--- src/supervisor_init_sequencer_macros.svh ---
// Assertion macros shared by the supervisor init sequencer RTL.
// Depends on nothing; included by the top level for its checks.
`ifndef SUPERVISOR_INIT_SEQUENCER_MACROS_SVH
`define SUPERVISOR_INIT_SEQUENCER_MACROS_SVH

// Same-cycle implication, checked outside reset.
`define SVS_ASSERT_IMP(label, clk, rst_n, ante, cons) \
  label: assert property (@(posedge clk) disable iff (!rst_n) (ante) |-> (cons)) \
    else $error("supervisor_init_sequencer: same-cycle check failed");

// Next-cycle implication, checked outside reset.
`define SVS_ASSERT_NXT(label, clk, rst_n, ante, cons) \
  label: assert property (@(posedge clk) disable iff (!rst_n) (ante) |=> (cons)) \
    else $error("supervisor_init_sequencer: next-cycle check failed");

`endif

--- src/svs_pkg.sv ---
`timescale 1ns / 1ps
// Types, codes and constants of the supervisor init sequencer.
// Used by svs_cfg_regs, svs_core and supervisor_init_sequencer; depends on nothing.
package svs_pkg;

  localparam int MAX_RETRIES_DEF = 3;

  localparam int IN_TDATA_W  = 16;
  localparam int OUT_TDATA_W = 24;
  localparam int CFG_INDEX_W = 2;
  localparam int CFG_DATA_W  = 8;
  localparam int WAIT_W      = 16;

  // Configuration register indexes and reset values.
  localparam logic [CFG_INDEX_W-1:0] CFG_WATCHDOG_PERIOD = 2'd0;
  localparam logic [CFG_INDEX_W-1:0] CFG_SHORT_WAIT      = 2'd1;
  localparam logic [CFG_INDEX_W-1:0] CFG_LONG_WAIT       = 2'd2;
  localparam logic [CFG_INDEX_W-1:0] CFG_USE_IGNITION    = 2'd3;

  localparam logic [7:0] WATCHDOG_PERIOD_RST = 8'd10;
  localparam logic [7:0] SHORT_WAIT_RST      = 8'd1;
  localparam logic [7:0] LONG_WAIT_RST       = 8'd10;
  localparam logic       USE_IGNITION_RST    = 1'b1;

  // Operation selector and request kinds.
  localparam logic       OP_TICK     = 1'b0;
  localparam logic       OP_REQUEST  = 1'b1;
  localparam logic [1:0] KIND_INIT   = 2'd0;
  localparam logic [1:0] KIND_ERROR  = 2'd1;

  // Request status codes.
  localparam logic [1:0] STATUS_OK       = 2'd0;
  localparam logic [1:0] STATUS_ALREADY  = 2'd1;
  localparam logic [1:0] STATUS_ILLEGAL  = 2'd2;
  localparam logic [1:0] STATUS_PENDING  = 2'd3;

  // External check codes.
  localparam logic [2:0] CHK_NONE       = 3'd0;
  localparam logic [2:0] CHK_INIT_PHASE = 3'd1;
  localparam logic [2:0] CHK_REFRESHES  = 3'd2;
  localparam logic [2:0] CHK_FAULT_CNT  = 3'd3;
  localparam logic [2:0] CHK_SAFETY     = 3'd4;
  localparam logic [2:0] CHK_IGNITION   = 3'd5;

  // Reported machine state codes.
  localparam logic [1:0] MS_UNINIT = 2'd0;
  localparam logic [1:0] MS_INIT   = 2'd1;
  localparam logic [1:0] MS_RUN    = 2'd2;
  localparam logic [1:0] MS_ERR    = 2'd3;

  // Initialization phases.
  localparam logic [1:0] PH_ENTRY     = 2'd0;
  localparam logic [1:0] PH_REFRESHES = 2'd1;
  localparam logic [1:0] PH_FAULT_CNT = 2'd2;
  localparam logic [1:0] PH_SAFETY    = 2'd3;

  typedef enum logic [3:0] {
    ST_UNINIT = 4'b0001,
    ST_INIT   = 4'b0010,
    ST_RUN    = 4'b0100,
    ST_ERR    = 4'b1000
  } main_state_t;

  typedef enum logic [1:0] {
    REQ_NONE  = 2'd0,
    REQ_INIT  = 2'd1,
    REQ_ERROR = 2'd2
  } pending_t;

  typedef struct packed {
    logic       operation;
    logic [1:0] request_kind;
    logic       check_ok;
    logic [7:0] required_refreshes;
    logic       refresh_ok;
  } in_item_t;

  typedef struct packed {
    logic [1:0] request_status;
    logic       watchdog_refresh;
    logic [2:0] check_performed;
    logic [1:0] machine_state;
    logic [1:0] init_phase;
    logic [7:0] illegal_requests;
  } result_t;

  typedef struct packed {
    logic [7:0] watchdog_period;
    logic [7:0] short_wait;
    logic [7:0] long_wait;
    logic       use_ignition;
  } cfg_t;

  function automatic logic [1:0] state_code(main_state_t st);
    logic [1:0] code;
    case (st)
      ST_UNINIT: code = MS_UNINIT;
      ST_INIT:   code = MS_INIT;
      ST_RUN:    code = MS_RUN;
      ST_ERR:    code = MS_ERR;
      default:   code = MS_UNINIT;
    endcase
    return code;
  endfunction

endpackage

--- src/svs_cfg_regs.sv ---
`timescale 1ns / 1ps
// Configuration register file of the supervisor init sequencer.
// Depends on svs_pkg for register indexes, reset values and cfg_t.
module svs_cfg_regs (
  input  logic                           clk,
  input  logic                           rst_n,
  input  logic                           wr_en,
  input  logic [svs_pkg::CFG_INDEX_W-1:0] wr_index,
  input  logic [svs_pkg::CFG_DATA_W-1:0]  wr_data,
  output svs_pkg::cfg_t                  cfg
);

  svs_pkg::cfg_t cfg_r;
  svs_pkg::cfg_t cfg_nxt;

  always_comb begin
    cfg_nxt = cfg_r;
    if (wr_en) begin
      case (wr_index)
        svs_pkg::CFG_WATCHDOG_PERIOD: cfg_nxt.watchdog_period = wr_data;
        svs_pkg::CFG_SHORT_WAIT:      cfg_nxt.short_wait      = wr_data;
        svs_pkg::CFG_LONG_WAIT:       cfg_nxt.long_wait       = wr_data;
        svs_pkg::CFG_USE_IGNITION:    cfg_nxt.use_ignition    = wr_data[0];
        default:                      cfg_nxt = cfg_r;
      endcase
    end
  end

  always_ff @(posedge clk) begin
    if (!rst_n) begin
      cfg_r.watchdog_period <= svs_pkg::WATCHDOG_PERIOD_RST;
      cfg_r.short_wait      <= svs_pkg::SHORT_WAIT_RST;
      cfg_r.long_wait       <= svs_pkg::LONG_WAIT_RST;
      cfg_r.use_ignition    <= svs_pkg::USE_IGNITION_RST;
    end else begin
      cfg_r <= cfg_nxt;
    end
  end

  assign cfg = cfg_r;

endmodule

--- src/svs_core.sv ---
`timescale 1ns / 1ps
// Sequencer state and the single-pass step logic for one request or tick.
// Depends on svs_pkg for state, item, result and configuration types.
module svs_core #(
  parameter int MAX_RETRIES = svs_pkg::MAX_RETRIES_DEF
) (
  input  logic              clk,
  input  logic              rst_n,
  input  logic              step_en,
  input  svs_pkg::in_item_t item,
  input  svs_pkg::cfg_t     cfg,
  output svs_pkg::result_t  result
);

  localparam int RW = $clog2(MAX_RETRIES + 1);
  localparam logic [RW:0] RETRY_LIMIT = (RW + 1)'(MAX_RETRIES);

  svs_pkg::main_state_t state_r, state_nxt;
  svs_pkg::pending_t    pending_r, pending_nxt;
  logic [1:0]           phase_r, phase_nxt;
  logic [svs_pkg::WAIT_W-1:0] wait_r, wait_nxt;
  logic [7:0]           refresh_r, refresh_nxt;
  logic                 wd_active_r, wd_active_nxt;
  logic [RW-1:0]        retry_r, retry_nxt;
  logic [7:0]           illegal_r, illegal_nxt;

  logic [1:0]  status;
  logic        strobe;
  logic [2:0]  check;
  logic        run;
  logic [RW:0] retry_inc;
  logic        retry_over;
  logic [svs_pkg::WAIT_W-1:0] refresh_wait;
  logic [svs_pkg::WAIT_W-1:0] short_wait_w;

  assign retry_inc    = {1'b0, retry_r} + (RW + 1)'(1);
  assign retry_over   = retry_inc > RETRY_LIMIT;
  assign refresh_wait = svs_pkg::WAIT_W'(item.required_refreshes)
                      * svs_pkg::WAIT_W'(cfg.watchdog_period);
  assign short_wait_w = svs_pkg::WAIT_W'(cfg.short_wait);

  always_comb begin
    state_nxt     = state_r;
    pending_nxt   = pending_r;
    phase_nxt     = phase_r;
    wait_nxt      = wait_r;
    refresh_nxt   = refresh_r;
    wd_active_nxt = wd_active_r;
    retry_nxt     = retry_r;
    illegal_nxt   = illegal_r;
    status        = svs_pkg::STATUS_OK;
    strobe        = 1'b0;
    check         = svs_pkg::CHK_NONE;
    run           = 1'b1;

    if (item.operation == svs_pkg::OP_REQUEST) begin
      if (item.request_kind == svs_pkg::KIND_ERROR) begin
        status = svs_pkg::STATUS_OK;
      end else if (pending_r != svs_pkg::REQ_NONE) begin
        status = svs_pkg::STATUS_PENDING;
      end else if (item.request_kind == svs_pkg::KIND_INIT) begin
        status = (state_r == svs_pkg::ST_UNINIT) ? svs_pkg::STATUS_OK
                                                 : svs_pkg::STATUS_ALREADY;
      end else begin
        status = svs_pkg::STATUS_ILLEGAL;
      end
      if (status == svs_pkg::STATUS_OK) begin
        pending_nxt = (item.request_kind == svs_pkg::KIND_ERROR) ? svs_pkg::REQ_ERROR
                                                                 : svs_pkg::REQ_INIT;
      end
    end else begin
      // Periodic watchdog: the strobe fires when the counter reaches zero and
      // only a successful refresh reloads it.
      if (wd_active_r && (refresh_r != 8'd0)) begin
        refresh_nxt = refresh_r - 8'd1;
        if (refresh_nxt == 8'd0) begin
          strobe = 1'b1;
          if (item.refresh_ok) begin
            refresh_nxt = cfg.watchdog_period;
          end
        end
      end
      if (wait_r != '0) begin
        wait_nxt = wait_r - svs_pkg::WAIT_W'(1);
        run      = (wait_nxt == '0);
      end
      if (run) begin
        case (state_r)
          svs_pkg::ST_UNINIT: begin
            pending_nxt = svs_pkg::REQ_NONE;
            if (pending_r == svs_pkg::REQ_INIT) begin
              wait_nxt  = short_wait_w;
              state_nxt = svs_pkg::ST_INIT;
              phase_nxt = svs_pkg::PH_ENTRY;
            end else if (pending_r != svs_pkg::REQ_NONE) begin
              if (illegal_r != 8'hFF) begin
                illegal_nxt = illegal_r + 8'd1;
              end
            end
          end
          svs_pkg::ST_INIT: begin
            case (phase_r)
              svs_pkg::PH_ENTRY:     check = svs_pkg::CHK_INIT_PHASE;
              svs_pkg::PH_REFRESHES: check = svs_pkg::CHK_REFRESHES;
              svs_pkg::PH_FAULT_CNT: check = svs_pkg::CHK_FAULT_CNT;
              default:               check = svs_pkg::CHK_SAFETY;
            endcase
            if (!item.check_ok) begin
              // A failed phase is retried until the limit, then the machine
              // drops into the error state.
              if (retry_over) begin
                retry_nxt = '0;
                state_nxt = svs_pkg::ST_ERR;
                phase_nxt = svs_pkg::PH_ENTRY;
                wait_nxt  = short_wait_w;
              end else begin
                retry_nxt = retry_inc[RW-1:0];
              end
              if (phase_r == svs_pkg::PH_FAULT_CNT || phase_r == svs_pkg::PH_SAFETY) begin
                wait_nxt = short_wait_w;
              end
            end else begin
              case (phase_r)
                svs_pkg::PH_ENTRY: begin
                  wd_active_nxt = 1'b1;
                  refresh_nxt   = cfg.watchdog_period;
                  wait_nxt      = short_wait_w;
                  phase_nxt     = svs_pkg::PH_REFRESHES;
                  retry_nxt     = '0;
                end
                svs_pkg::PH_REFRESHES: begin
                  retry_nxt = '0;
                  wait_nxt  = refresh_wait;
                  phase_nxt = svs_pkg::PH_FAULT_CNT;
                end
                svs_pkg::PH_FAULT_CNT: begin
                  phase_nxt = svs_pkg::PH_SAFETY;
                  wait_nxt  = short_wait_w;
                end
                default: begin
                  retry_nxt = '0;
                  state_nxt = svs_pkg::ST_RUN;
                  phase_nxt = svs_pkg::PH_ENTRY;
                  wait_nxt  = short_wait_w;
                end
              endcase
            end
          end
          svs_pkg::ST_RUN: begin
            wait_nxt = svs_pkg::WAIT_W'(cfg.long_wait);
            if (cfg.use_ignition) begin
              check = svs_pkg::CHK_IGNITION;
            end
          end
          default: begin
            wait_nxt = svs_pkg::WAIT_W'(cfg.long_wait);
          end
        endcase
      end
    end
  end

  always_ff @(posedge clk) begin
    if (!rst_n) begin
      state_r     <= svs_pkg::ST_UNINIT;
      pending_r   <= svs_pkg::REQ_NONE;
      phase_r     <= svs_pkg::PH_ENTRY;
      wait_r      <= '0;
      refresh_r   <= '0;
      wd_active_r <= 1'b0;
      retry_r     <= '0;
      illegal_r   <= '0;
    end else if (step_en) begin
      state_r     <= state_nxt;
      pending_r   <= pending_nxt;
      phase_r     <= phase_nxt;
      wait_r      <= wait_nxt;
      refresh_r   <= refresh_nxt;
      wd_active_r <= wd_active_nxt;
      retry_r     <= retry_nxt;
      illegal_r   <= illegal_nxt;
    end
  end

  always_comb begin
    result.request_status   = status;
    result.watchdog_refresh = strobe;
    result.check_performed  = check;
    result.machine_state    = svs_pkg::state_code(state_nxt);
    result.init_phase       = phase_nxt;
    result.illegal_requests = illegal_nxt;
  end

endmodule

--- src/supervisor_init_sequencer.sv ---
`timescale 1ns / 1ps
// Top level of the supervisor init sequencer: stream ports, pipeline registers, checks.
// Depends on svs_pkg, svs_cfg_regs, svs_core and supervisor_init_sequencer_macros.svh.
//
// Usage: each input beat is either a time tick or a state request, selected by
// in_tuser. Every accepted beat produces exactly one result beat on out_*.
// Configuration registers are written through cfg_valid/cfg_index/cfg_data;
// cfg_ready is always high, and writes are meant to happen while the block is idle.
//
// An accepted input beat is held in the input register; the step logic then
// writes its result into the output register, which drives out_*. Throughput
// is one beat per cycle while the receiver does not stall; the step logic
// updates the sequencer state in a single pass, so a new beat may follow in
// every cycle.
//
// When the receiver stalls, the result stays in the output register and the
// input register can still take one more beat; in_tready drops only while both
// registers are full and out_tready is low. Reset (rst_n low, synchronous)
// empties both registers, returns the sequencer to uninitialized with no
// pending request, clears all counters and loads the configuration defaults.
`include "supervisor_init_sequencer_macros.svh"

module supervisor_init_sequencer #(
  parameter int MAX_RETRIES = svs_pkg::MAX_RETRIES_DEF
) (
  input  logic                              clk,
  input  logic                              rst_n,
  // Input channel.
  input  logic                              in_tvalid,
  output logic                              in_tready,
  // tdata from bit 0: request_kind[1:0], check_ok[2], required_refreshes[10:3],
  // refresh_ok[11], zero fill [15:12].
  input  logic [svs_pkg::IN_TDATA_W-1:0]    in_tdata,
  // tuser: operation[0].
  input  logic                              in_tuser,
  // Result channel.
  output logic                              out_tvalid,
  input  logic                              out_tready,
  // tdata from bit 0: request_status[1:0], watchdog_refresh[2],
  // check_performed[5:3], machine_state[7:6], init_phase[9:8],
  // illegal_requests[17:10], zero fill [23:18].
  output logic [svs_pkg::OUT_TDATA_W-1:0]   out_tdata,
  // Configuration write channel.
  input  logic                              cfg_valid,
  output logic                              cfg_ready,
  input  logic [svs_pkg::CFG_INDEX_W-1:0]   cfg_index,
  input  logic [svs_pkg::CFG_DATA_W-1:0]    cfg_data
);

  svs_pkg::cfg_t     cfg;
  svs_pkg::in_item_t in_item_r, in_item_nxt;
  logic              in_valid_r, in_valid_nxt;
  svs_pkg::result_t  step_result;
  svs_pkg::result_t  out_item_r;
  logic              out_valid_r, out_valid_nxt;
  logic              advance;
  logic              in_beat;
  logic              req_step;
  logic              tick_fields_clear;
  logic              illegal_grows;

  assign cfg_ready = 1'b1;

  svs_cfg_regs u_cfg (
    .clk      (clk),
    .rst_n    (rst_n),
    .wr_en    (cfg_valid),
    .wr_index (cfg_index),
    .wr_data  (cfg_data),
    .cfg      (cfg)
  );

  // The held beat moves into the output register whenever that register is
  // empty or being drained in this cycle.
  assign advance   = in_valid_r && (!out_valid_r || out_tready);
  assign in_tready = !in_valid_r || advance;
  assign in_beat   = in_tvalid && in_tready;

  always_comb begin
    in_item_nxt.operation          = in_tuser;
    in_item_nxt.request_kind       = in_tdata[1:0];
    in_item_nxt.check_ok           = in_tdata[2];
    in_item_nxt.required_refreshes = in_tdata[10:3];
    in_item_nxt.refresh_ok         = in_tdata[11];
    in_valid_nxt  = in_beat ? 1'b1 : (advance ? 1'b0 : in_valid_r);
    out_valid_nxt = advance ? 1'b1 : (out_tready ? 1'b0 : out_valid_r);
  end

  svs_core #(
    .MAX_RETRIES (MAX_RETRIES)
  ) u_core (
    .clk     (clk),
    .rst_n   (rst_n),
    .step_en (advance),
    .item    (in_item_r),
    .cfg     (cfg),
    .result  (step_result)
  );

  always_ff @(posedge clk) begin
    if (!rst_n) begin
      in_valid_r  <= 1'b0;
      out_valid_r <= 1'b0;
    end else begin
      in_valid_r  <= in_valid_nxt;
      out_valid_r <= out_valid_nxt;
    end
  end

  always_ff @(posedge clk) begin
    if (in_beat) begin
      in_item_r <= in_item_nxt;
    end
    if (advance) begin
      out_item_r <= step_result;
    end
  end

  assign out_tvalid = out_valid_r;
  assign out_tdata  = {6'd0,
                       out_item_r.illegal_requests,
                       out_item_r.init_phase,
                       out_item_r.machine_state,
                       out_item_r.check_performed,
                       out_item_r.watchdog_refresh,
                       out_item_r.request_status};

  assign req_step          = advance && (in_item_r.operation == svs_pkg::OP_REQUEST);
  assign tick_fields_clear = !step_result.watchdog_refresh
                           && (step_result.check_performed == svs_pkg::CHK_NONE);
  assign illegal_grows     = step_result.illegal_requests >= out_item_r.illegal_requests;

  // With both registers full and the receiver stalled, no new beat may enter.
  `SVS_ASSERT_IMP(a_full_blocks_input, clk, rst_n, in_valid_r && out_valid_r && !out_tready, !in_tready)
  // A request never issues a watchdog strobe or reports an external check.
  `SVS_ASSERT_IMP(a_request_no_tick_fields, clk, rst_n, req_step, tick_fields_clear)
  // The illegal request count only grows.
  `SVS_ASSERT_IMP(a_illegal_monotonic, clk, rst_n, out_valid_r, illegal_grows)

endmodule

--- config.mk ---
export PLATFORM = sky130hd
export DESIGN_NAME = supervisor_init_sequencer
export DESIGN_NICKNAME = d
export VERILOG_FILES = /design/src/svs_pkg.sv /design/src/svs_cfg_regs.sv /design/src/svs_core.sv /design/src/supervisor_init_sequencer.sv
export VERILOG_INCLUDE_DIRS = /design/src /design/src/src
export SDC_FILE = /design/constraint.sdc
export NUM_CORES = 1
export LEC_CHECK = 0
export ABC_AREA = 1
export CORE_ASPECT_RATIO = 1.1
export CORE_MARGIN = 2
export CORE_UTILIZATION = 35
export DETAILED_ROUTE_END_ITERATION = 10
export DONT_BUFFER_PORTS = 1
export PLACE_DENSITY = 0.49
export SYNTH_ARGS = -nofsm -noshare
export SYNTH_HDL_FRONTEND = slang
export SYNTH_HIERARCHICAL = 1
export SYNTH_SLANG_ARGS = --single-unit
--- constraint.sdc ---
create_clock -name clk -period 7 [get_ports clk]
set_input_delay 0 -clock clk [delete_from_list [all_inputs] [get_ports clk]]
set_output_delay 0 -clock clk [all_outputs]
set_load 0.02 [all_outputs]
==> summary.md, run 1 <==
| Metric | Value |
|---|---|
| Status | `finished, final reports clean` |
| Util after Layout | `0.392` |
| Largest net degree at the start of global routing | `between 40 and 50` |
| Initial core utilization | `0.358` |
| Seq cells post-synth | `101` |
| PD cells | `about 190 nW/µm²` |
| H-tree depth reported by CTS | `3` |
| FF/Latch Area | `~2300 µm²` |
| Fin nets | `1526` |
| Post-detail-place hpwl | `19.2 mm` |
| WL/cell | `15.0 µm` |
| Average size of a mapped cell | `around 6.4 µm²` |
| Reg2Reg Launch Point | `u_cfg/cfg[22]` |
| Antenna violation net count after detailed routing | `0` |
| Die W | `158 µm` |
| Min-Delay Endpoint | `u_cfg/cfg[4]` |
| I/O Buffers | `0` |
| Syn Std Cell Area | `9100 µm²` |
| Root buf cell | `clkbuf_16` |
| Final worst setup slack | `between 2000 and 2500 ps` |
| First-pass GRT wire length | `43.9 mm` |
| Startpoint types | `flop` |
| Register area share after synthesis | `0.256` |
| Fillers | `2752` |
| DP Cell Count | `roughly 1.7k` |
| Critical path's largest stage delay | `680 ps` |
| Overall routing resource usage | `0.204` |
| Pleak | `5.11 nW` |
| Max Clk Rate | `slightly above 0.2 GHz` |
| Setup TNS | `0 ps` |
| Share of layout cells above drive strength 1 | `0.0438` |
| RSZ-0062 raised after global routing | `false` |
| Commonest non-fill, non-tap cell in the layout | `nand2_1` |
| Gpl congestion | `0.876` |
| Final Hold Fails | `0` |
| Die Height | `173 µm` |
| Vias per cell | `between 4 and 5` |
| Required time worst endpoint | `a little over 7000 ps` |
| Number of global-route vias before repair | `8429` |
| Num CTS Buffers | `9` |
| Met2 routed wirelength | `12.7 mm` |
| Fin crit period | `4850 ps` |
| Synth unique cells | `46` |
| Min-Delay Path Class | `in -> reg` |
| Slew Viols, Final | `0` |
| DRC | `0` |
| Post-route clock period utilization | `0.693` |
| Worst Path Arrival | `5110 ps` |
| Vias post-DR | `8516` |
| Pwr Total | `1.92 mW` |
| Setup crit start | `u_cfg/cfg[22]` |
| Fin Hold WS | `5.17 ps` |
| Worst hold path startpoint | `cfg_valid` |
| GRT Residual Overflow | `0` |
| First-pass iteration count of the detailed router | `5` |
| CTS tree | `yes` |
| Met3 wire len | `700 µm` |
| Clock transition at path regs | `70 ps` |
| Max Cap Viol | `0` |
| First DRT Iteration DRCs | `about 560` |
| Relative slew slack | `0.343` |
| Final Skew | `8.93 ps` |
| CP delay by family, top | `adder cells` |
| WHS Path Cells | `3` |
| Layout Cells excl Fill | `around 1.8k` |
| CTS Sinks | `slightly above 100` |
| Post-Synthesis Cells | `1417` |
| Die area | `27300 µm²` |
| Asr flop ratio synth | `0` |
| Most frequent cells in the layout | `nand2_1 (435), inv_1 (240), nand3_1 (118)` |
| Fin area | `approximately 10000 µm²` |
| Kind of critical path | `reg -> reg` |
| Ports | `59` |
| Clock latency at the later pin of the worst-skew pair | `370 ps` |
| Reg2Reg Depth | `18` |
| Worst-margin pin slew | `985 ps` |
| CP max FO | `11` |
| EDFF count, synth | `31` |
| Antenna diode count | `0` |
| Worst path cell trace | `nand2_1 -> inv_1 -> fa_1 -> fa_1 -> fa_1 -> inv_1 -> fa_1 -> inv_1 -> ha_1 -> a21oi_1 -> a21boi_0 -> o21ai_0 -> o21ai_0 -> nand2_1 -> nand2_1 -> nand2_1 -> a21oi_1 -> nor2_1` |
| M1 wire length | `12.7 mm` |
| R2R setup slack | `2150 ps` |
| Final setup violation count | `0` |
| CTS Buffer Depth | `2` |
| Peak supply drop | `0.0890 mV` |
| Placed cell areas | `9280 µm²` |
| Routed Wire Length | `26.5 mm` |
| Critical path's slowest cell | `dfxtp_1` |
| Top Metal Used | `met4` |
| Worst setup EP type | `flop` |
| Multi-input gate area | `5560 µm²` |
| Crit path buf inv count | `3` |
| Initial antenna violation count | `0` |
| Synth warn | `6` |
| Worst r2r dst | `u_core/wait_r[13]` |
| Top_reg_cell synth | `dfxtp_1` |
| Area Growth Syn to Fin | `9.57%` |
| Dpl ws | `2190 ps` |
| Floorplan row count | `slightly above 60` |
| Core ar. | `approximately 25000 µm²` |
routing by layer:
metal | track usage | vias to the layer above
met5 | 0 | -
met4 | 0.0545 | 0
met3 | 0.0228 | 19
met2 | 0.344 | 132
met1 | 0.275 | 3946
li1 | - | 4419
worst min-delay path, stage by stage:
cell and delay, ps:
nand3_2 190, nand2_1 80, nand3_1 70
kinds of logic after synthesis:
group | count (synthesis) | synth area share
XOR/XNOR | 10 | 0.00962
multiplexers | 2 | 0.00220
adder cells (fa/ha/maj) | 83 | 0.144
flip-flops | 101 | 0.256
other | 2 | 0.000825
AO/OA/AOI/OAI | 175 | 0.104
AND/OR/NAND/NOR | 731 | 0.347
buffers and inverters | 313 | 0.137
state kept, by name (all words and copies together), names as in the netlist:
register	count
in_item_r	13
in_valid_r	1
out_tdata	18
out_tvalid	1
u_cfg/cfg	25
u_core/illegal_r	8
u_core/pending_r	2
u_core/phase_r	2
u_core/refresh_r	8
u_core/retry_r	2
u_core/state_r	4
u_core/wait_r	16
u_core/wd_active_r	1
power breakdown:
| part | total (mW) | internal, mW | switching, mW |
|---|---|---|---|
| combinational | 0.704 | 0.228 | 0.475 |
| sequential | 0.690 | 0.636 | 0.0542 |
| clock | 0.522 | 0.277 | 0.245 |
what timing repair did:
item | in CTS | in global routing
hold endpoints to repair | 60 | 0
setup buffers | 0 | 0
resized for setup | 0 | 0
hold buffers | 39 | 0
how the worst max path moves through the flow:
stage | slack [ps] | depth (start not counted) | end
3_5_place_dp | 2190 | 19 | u_core/wait_r[13]
4_1_cts | 2150 | 19 | u_core/wait_r[13]
5_1_grt | 1760 | 19 | u_core/wait_r[13]
2_1_floorplan | 2710 | 20 | u_core/wait_r[13]
3_3_place_gp | 2160 | 18 | u_core/wait_r[13]
6_report | 2150 | 18 | u_core/wait_r[13]
area by class of cell:
| cell class | instances | share of cell area |
|---|---|---|
| flip-flops and latches | 101 | 0.234 |
| multi-input cells | 1008 | 0.557 |
| inverters | 248 | 0.0933 |
| repair buffers | 43 | 0.0432 |
| clock buffers | 10 | 0.0230 |
| clock inverters | 6 | 0.00627 |
| well taps | 346 | 0.0434 |
synth_stat cells (2+ instances only):
library cell | instances | area [µm²]
xor2_1 | 6 | 52.6
a21oi_2 | 2 | 17.5
conb_1 | 2 | 7.51
o21ai_0 | 53 | 265
a211oi_1 | 3 | 22.5
buf_2 | 9 | 45.0
nor3_1 | 13 | 65.1
nand3_2 | 6 | 60.1
buf_6 | 3 | 33.8
xnor2_1 | 4 | 35.0
o22ai_1 | 6 | 37.5
mux2i_1 | 2 | 20.0
nor2_4 | 5 | 56.3
nand4_1 | 23 | 144
nand2_2 | 8 | 50.1
fa_1 | 36 | 721
inv_1 | 240 | 901
inv_2 | 3 | 11.3
buf_4 | 10 | 75.1
nor2_1 | 106 | 398
o21ai_1 | 9 | 45.0
dfxtp_1 | 70 | 1400
a21oi_1 | 82 | 410
nand2_4 | 4 | 45.0
a31oi_1 | 9 | 56.3
clkinv_1 | 5 | 18.8
clkbuf_1 | 41 | 154
nand2_1 | 435 | 1630
o21a_1 | 2 | 15.0
edfxtp_1 | 31 | 931
ha_1 | 47 | 588
o211ai_1 | 4 | 30.0
nor2_2 | 8 | 50.1
nand3_1 | 118 | 591
(Power assumes the default switching activity.)
==> run 2: changes to the inputs <==
--- a/config.mk
+++ b/config.mk
@@ -6,13 +6,13 @@
 export SDC_FILE = /design/constraint.sdc
 export NUM_CORES = 1
 export LEC_CHECK = 0
-export ABC_AREA = 1
+export ABC_AREA = 0
 export CORE_ASPECT_RATIO = 1.1
 export CORE_MARGIN = 2
 export CORE_UTILIZATION = 35
 export DETAILED_ROUTE_END_ITERATION = 10
 export DONT_BUFFER_PORTS = 1
-export PLACE_DENSITY = 0.49
+export PLACE_DENSITY = 0.51
 export SYNTH_ARGS = -nofsm -noshare
 export SYNTH_HDL_FRONTEND = slang
 export SYNTH_HIERARCHICAL = 1
==> constraint.sdc (replaced) <==
create_clock -name clk -period 4.05 [get_ports clk]
set_input_delay 0 -clock clk [delete_from_list [all_inputs] [get_ports clk]]
set_output_delay 0 -clock clk [all_outputs]
set_load 0.02 [all_outputs]
==> summary.md, run 2 <==
| Metric | Value |
|---|---|
| Violated checks | `setup timing` |
| Syn Std Cell Area | `8030 µm²` |
| Required time worst endpoint | `4340 ps` |
| PD cells | `~340 nW/µm²` |
| GRT Residual Overflow | `0` |
| Gpl congestion | `between 0.8 and 0.9` |
| First-pass GRT wire length | `35.5 mm` |
| Critical path's slowest cell | `fa_1` |
| Commonest non-fill, non-tap cell in the layout | `nand2_1` |
| Commonest cells post-synth | `nand2_1 (93), dfxtp_1 (70), inv_1 (61), and2_1 (55), ha_1 (47)` |
| Post-route clock period utilization | `1.05` |
| Routed Wire Length | `roughly 22 mm` |
| Layout Cells excl Fill | `1258` |
| DP Cell Count | `1208` |
| Peak supply drop | `0.223 mV` |
| Floorplan row count | `58` |
| Die W | `148 µm` |
| Most frequent cells in the layout | `nand2_1 (93), dfxtp_1 (66), buf_4 (57)` |
| Final Skew | `5.03 ps` |
| CP delay by family, top | `adder cells` |
| Post-Synthesis Cells | `about 900` |
| Final Hold Fails | `0` |
| Relative slew slack | `0.287` |
| I/O Buffers | `0` |
| Reg2Reg Depth | `17` |
| Area Growth Syn to Fin | `20.0%` |
| Synth unique cells | `96` |
| Average size of a mapped cell | `8.99 µm²` |
| Max Clk Rate | `0.236 GHz` |
| Fin crit period | `4240 ps` |
| Util after Layout | `0.424` |
| Fin Hold WS | `about 3.8 ps` |
| Area contributors post-synth | `dfxtp_1 (17%), edfxtp_1 (12%), fa_1 (9.0%), ha_1 (7.3%), nand2_1 (4.3%)` |
| Antenna violation net count after detailed routing | `0` |
| Final worst setup slack | `-188 ps` |
| Clock latency at the later pin of the worst-skew pair | `360 ps` |
| Worst setup EP type | `flop` |
| Max reg flops | `25` |
| First DRT Iteration DRCs | `351` |
| Worst path cell trace | `nand2_1 -> fa_1 -> fa_1 -> inv_1 -> fa_1 -> inv_1 -> fa_1 -> inv_2 -> ha_4 -> o21ai_2 -> nor2_2 -> nor4_4 -> or4_4 -> a31oi_4 -> xnor2_1 -> nand2_1 -> a21oi_1` |
| Slew Viols, Final | `0` |
| Critical path's largest stage delay | `530 ps` |
| Pwr Total | `between 3 and 4 mW` |
| Worst Path Arrival | `4530 ps` |
| Fillers | `2254` |
| RSZ-0062 raised after global routing | `true` |
| Fin area | `9640 µm²` |
| Synth warn | `6` |
| Die Height | `about 160 µm` |
| Core ar. | `22700 µm²` |
| Antenna diode count | `0` |
| Most common cell in the netlist | `nand2_1` |
| Clock transition at path regs | `80 ps` |
| First-pass iteration count of the detailed router | `7` |
| Final setup violation count | `6` |
| WHS Path Cells | `2` |
| Share of layout cells above drive strength 1 | `0.204` |
| Pleak | `3.95 nW` |
| Top_reg_cell synth | `dfxtp_1` |
| Vias per cell | `5.33` |
| Startpoint types | `flop` |
| CTS Sinks | `101` |
| WL/cell | `roughly 17 µm` |
| Post-detail-place hpwl | `16.2 mm` |
| Kind of critical path | `reg -> reg` |
| Most common cell on crit path | `fa_1` |
| Levels on crit path | `17` |
| Initial antenna violation count | `0` |
| Placed cell areas | `~8700 µm²` |
| Largest net degree at the start of global routing | `between 60 and 70` |
| Status | `finished with violations` |
| EDFF count, synth | `31` |
| Seq cells post-synth | `101` |
| Multi-input gate area | `5550 µm²` |
| Min-Delay Path Class | `in -> reg` |
| Die area | `24200 µm²` |
| Root buf cell | `clkbuf_16` |
| Worst-margin pin slew | `1070 ps` |
| Asr flop ratio synth | `0` |
| CTS Buffer Depth | `2` |
| H-tree depth reported by CTS | `3` |
| Max Cap Viol | `0` |
| Initial core utilization | `0.354` |
| FF/Latch Area | `between 2000 and 2500 µm²` |
| DRC | `0` |
| Synth area leader | `dfxtp_1` |
| Register area share after synthesis | `0.290` |
| Vias post-DR | `6708` |
| Number of global-route vias before repair | `6653` |
| R2R setup slack | `-190 ps` |
| Num CTS Buffers | `9` |
| Crit path buf inv count | `3` |
| CTS tree | `yes` |
| Ports | `59` |
| Fin nets | `around 1.1k` |
| CP max FO | `6` |
| Overall routing resource usage | `0.185` |
| Area fraction of the dominant cell type after synthesis | `0.174` |
==> run 2: cell types whose count changed in the layout (fill, tap and decap cells not counted), sizes merged, moves of 13 or more <==
cell / before / now
inv: 244 / 64
o21ai: 62 / 46
nor2b: 0 / 13
and2: 0 / 56
nand2: 447 / 93
nand4: 24 / 7
xnor2: 4 / 17
buf: 5 / 67
nand3: 125 / 20
a21oi: 84 / 39
nor3: 13 / 32
nor4: 0 / 15
nor2: 120 / 46
mux2i: 2 / 32
==> run 2: worst paths after layout <==
path                     start                end
setup / recovery  in_item_r[3]  u_core/wait_r[15]
setup reg to reg  in_item_r[3]  u_core/wait_r[15]
hold reg to reg   u_cfg/cfg[8]       u_cfg/cfg[8]
hold / removal           rst_n   u_core/wait_r[4]
==> run 2: where the power goes <==
| group | internal, mW | total [mW] | switching, mW |
|---|---|---|---|
| Combinational | 0.523 | 1.17 | 0.652 |
| Sequential | 1.08 | 1.15 | 0.0673 |
| Clock | 0.489 | 0.924 | 0.435 |
| Total | 2.09 | 3.25 | 1.15 |
==> run 2: final cells by class <==
type                       instances  area share
multi-input combinational        684       0.576
sequential                       101       0.243
timing repair buffer              94      0.0867
tap                              300      0.0390
inverter                          63      0.0245
clock buffer                       9      0.0234
clock inverter                     7     0.00831
==> run 2: per-stage QoR <==
| stage | setup WS [ps] | TNS, ps |
|---|---|---|
| 4_1_cts | -206 | -958 |
| 2_1_floorplan | -37.2 | -37.2 |
| 3_3_place_gp | -292 | -1680 |
| 6_report | -188 | -625 |
| 3_5_place_dp | -417 | -2150 |
| 5_1_grt | -383 | -2510 |
==> run 2: repair_timing <==
item                                    CTS  global route
pin swaps                                29            17
resized for setup                        34            34
endpoints found under the hold margin    68             0
setup buffers                             5             2
hold buffers                             28             0
endpoints found under the setup margin   10            12
==> run 2: cells by family (layout without fill, tap and decap cells) <==
group	Yosys count	in the layout	share of synthesized area
simple gates	348	348	0.249
compound gates	184	184	0.159
buf+inv	113	173	0.0623
flops	101	101	0.290
fa+ha+maj	83	83	0.163
mux	37	37	0.0469
xor+xnor	25	25	0.0282
other cells	2	7	0.000935
==> run 2: per-layer routing <==
metal	up-vias	track usage	share of wire
li1	3297	-	-
met1	3283	0.238	0.46
met2	109	0.330	0.50
met3	19	0.0227	0.027
met4	0	0.0455	0.013
met5	-	0	0
==> run 2: worst reg2reg max path, stage by stage, from the launching register on <==
cell and delay, ps:
edfxtp_1 450, nand2_1 110, fa_1 530, fa_1 510, inv_1 50, fa_1 470
inv_1 50, fa_1 490, inv_2 40, ha_4 270, o21ai_2 50, nor2_2 150
nor4_4 70, or4_4 450, a31oi_4 150, xnor2_1 130, nand2_1 70, a21oi_1 140
==> run 3: changes to the inputs <==
--- a/config.mk
+++ b/config.mk
@@ -6,7 +6,8 @@
 export SDC_FILE = /design/constraint.sdc
 export NUM_CORES = 1
 export LEC_CHECK = 0
-export ABC_AREA = 0
+export ABC_AREA = 1
+export ABC_CLOCK_PERIOD_IN_PS = 4050
 export CORE_ASPECT_RATIO = 1.1
 export CORE_MARGIN = 2
 export CORE_UTILIZATION = 35
@@ -15,5 +16,4 @@
 export PLACE_DENSITY = 0.51
 export SYNTH_ARGS = -nofsm -noshare
 export SYNTH_HDL_FRONTEND = slang
-export SYNTH_HIERARCHICAL = 1
 export SYNTH_SLANG_ARGS = --single-unit
==> summary.md, run 3 <==
| Metric | Value |
|---|---|
| Most common cell in the netlist | `nand2_1` |
| DP Cell Count | `1632` |
| Combinational power share | `0.443` |
| Worst setup EP type | `flop` |
| Worst path cell trace | `buf_6 -> nand2_4 -> fa_1 -> fa_1 -> inv_2 -> fa_1 -> inv_1 -> fa_1 -> inv_2 -> ha_4 -> a21oi_4 -> a21boi_4 -> buf_4 -> buf_6 -> xor2_1 -> o21ai_1 -> nand2_1 -> o21ai_0 -> nand2_1 -> a31oi_1` |
| Synth unique cells | `42` |
| WL/cell | `around 15 µm` |
| Synth area leader | `dfxtp_1` |
| Commonest non-fill, non-tap cell in the layout | `nand2_1` |
| Overall routing resource usage | `0.205` |
| Gpl congestion | `0.841` |
| Int Pwr | `2.19 mW` |
| Post-Synthesis Cells | `between 1k and 1.5k` |
| Setup TNS | `-1770 ps` |
| Share of layout cells above drive strength 1 | `0.130` |
| Clock power share | `0.240` |
| Asr flop ratio synth | `0` |
| First DRT Iteration DRCs | `~550` |
| Final Skew | `7.29 ps` |
| Clock transition at path regs | `80 ps` |
| Required time worst endpoint | `between 4000 and 5000 ps` |
| Largest net degree at the start of global routing | `46` |
| Register area share after synthesis | `0.269` |
| Sw Pwr | `1.53 mW` |
| EDFF count, synth | `31` |
| Violated checks | `setup timing` |
| Startpoint types | `flop` |
| Util after Layout | `0.421` |
| Area fraction of the dominant cell type after synthesis | `0.162` |
| Post-route clock period utilization | `1.07` |
| Initial antenna violation count | `0` |
| Seq cells post-synth | `101` |
| Placed cell areas | `9300 µm²` |
| Die Height | `169 µm` |
| Max Cap Viol | `0` |
| Fin Hold WS | `35.8 ps` |
| CTS Buffer Depth | `2` |
| Status | `finished with violations` |
| First-pass GRT wire length | `42.7 mm` |
| Seq pwr share | `0.317` |
| Critical path's slowest cell | `fa_1` |
| Routed Wire Length | `26.1 mm` |
| Vias post-DR | `8406` |
| Most common cell on crit path | `fa_1` |
| Max Clk Rate | `0.231 GHz` |
| Number of global-route vias before repair | `about 8.2k` |
| Area contributors post-synth | `dfxtp_1 (16%), nand2_1 (15%), edfxtp_1 (11%), inv_1 (9.3%), fa_1 (8.3%)` |
| Layout Cells excl Fill | `approximately 1.7k` |
| Slew Viols, Final | `0` |
| Clock latency at the later pin of the worst-skew pair | `360 ps` |
| CP max FO | `4` |
| Die W | `154 µm` |
| Fin crit period | `4330 ps` |
| Dpl ws | `-350 ps` |
| Min-Delay Path Class | `in -> reg` |
| Max reg flops | `25` |
| Initial core utilization | `0.356` |
| Post-detail-place hpwl | `19.9 mm` |
| Final setup violation count | `9` |
| Top_reg_cell synth | `dfxtp_1` |
| Floorplan row count | `60` |
| Vias per cell | `4.98` |
| Average size of a mapped cell | `6.58 µm²` |
| CTS Sinks | `101` |
| Critical path's largest stage delay | `540 ps` |
| PD cells | `363 nW/µm²` |
| Syn Std Cell Area | `8670 µm²` |
| Commonest cells post-synth | `nand2_1 (354), inv_1 (216), nor2_1 (109), nand3_1 (97), o21ai_0 (94)` |
| Fin nets | `1489` |
| Num CTS Buffers | `9` |
| Die area | `approximately 26000 µm²` |
| Final worst setup slack | `-276 ps` |
| Relative slew slack | `0.424` |
| Area Growth Syn to Fin | `18.3%` |
| Root buf cell | `clkbuf_16` |
| Most frequent cells in the layout | `nand2_1 (348), inv_1 (202), nor2_1 (105)` |
| Worst-margin pin slew | `between 800 and 900 ps` |
| GRT Residual Overflow | `0` |
| I/O Buffers | `0` |
| RSZ-0062 raised after global routing | `true` |
| Core ar. | `~24000 µm²` |
| Synth warn | `0` |
| Pwr Total | `3.72 mW` |
| Final Hold Fails | `0` |
| Antenna violation net count after detailed routing | `0` |
| Antenna diode count | `0` |
| CTS tree | `yes` |
| Pleak | `5.00 nW` |
| Peak supply drop | `0.239 mV` |
| First-pass iteration count of the detailed router | `5` |
| Ports | `59` |
| DRC | `0` |
| Sw Ratio | `0.412` |
| Kind of critical path | `reg -> reg` |
| Fin area | `approximately 10000 µm²` |
| Worst Path Arrival | `4560 ps` |
| H-tree depth reported by CTS | `3` |
-- run 3: final timing paths --
check | slack, ps | startpoint | cells past startpoint | to
worst min register to register | 460 | u_cfg.cfg[3] | 2 | u_cfg.cfg[3]
worst max register to register | -280 | in_item_r[4] | 20 | u_core.wait_r[8]
worst min-delay path | 40 | rst_n | 2 | u_core.refresh_r[2]
worst max-delay path | -280 | in_item_r[4] | 20 | u_core.wait_r[8]
-- run 3: timing repair --
item                                   CTS  global route
pin swaps                               25            47
setup endpoints to repair               11            11
gates cloned                             0             0
endpoints found under the hold margin   60             0
resized for setup                       36            47
hold buffers                            34             0
buffers inserted                         5             3
-- run 3: layout make-up --
| type | count | area, µm² |
|---|---|---|
| clock buffers | 9 | 225 |
| clock inverters | 7 | 67.6 |
| fillers | 2597 | 14100 |
| inverters | 225 | 845 |
| multi-input cells | 940 | 5550 |
| flip-flops and latches | 101 | 2340 |
| well taps | 310 | 388 |
| repair buffers | 97 | 853 |
-- run 3: power groups by stage --
stage	Sequential (mW)	Combinational [mW]	Clock, mW
floorplan	1.17	0.994	0
global placement	1.20	1.36	0
detailed placement	1.20	1.36	0
CTS	1.18	1.50	0.915
global route	1.19	1.84	0.949
finish	1.18	1.65	0.894
-- run 3: critical path, delay by kind of cell (launching register included) --
family / cells / cell delay, ps
flops: 1 / 460
buf+inv: 6 / 540
compound gates: 5 / 590
simple gates: 3 / 250
xor+xnor: 1 / 140
fa+ha+maj: 5 / 2230
-- run 3: logic make-up after synthesis --
group,after synthesis,share of synthesized area
compound gates,217,0.132
xor+xnor,7,0.00707
fa+ha+maj,83,0.151
buf+inv,282,0.129
flops,101,0.269
other cells,2,0.000866
simple gates,626,0.312
-- run 3: per-layer routing --
metal | global-route usage | share of wire | vias up
met5 | 0 | 0 | -
met4 | 0.0589 | 0.022 | 0
met3 | 0.0243 | 0.028 | 35
met2 | 0.363 | 0.49 | 143
met1 | 0.263 | 0.46 | 3928
li1 | - | - | 4300
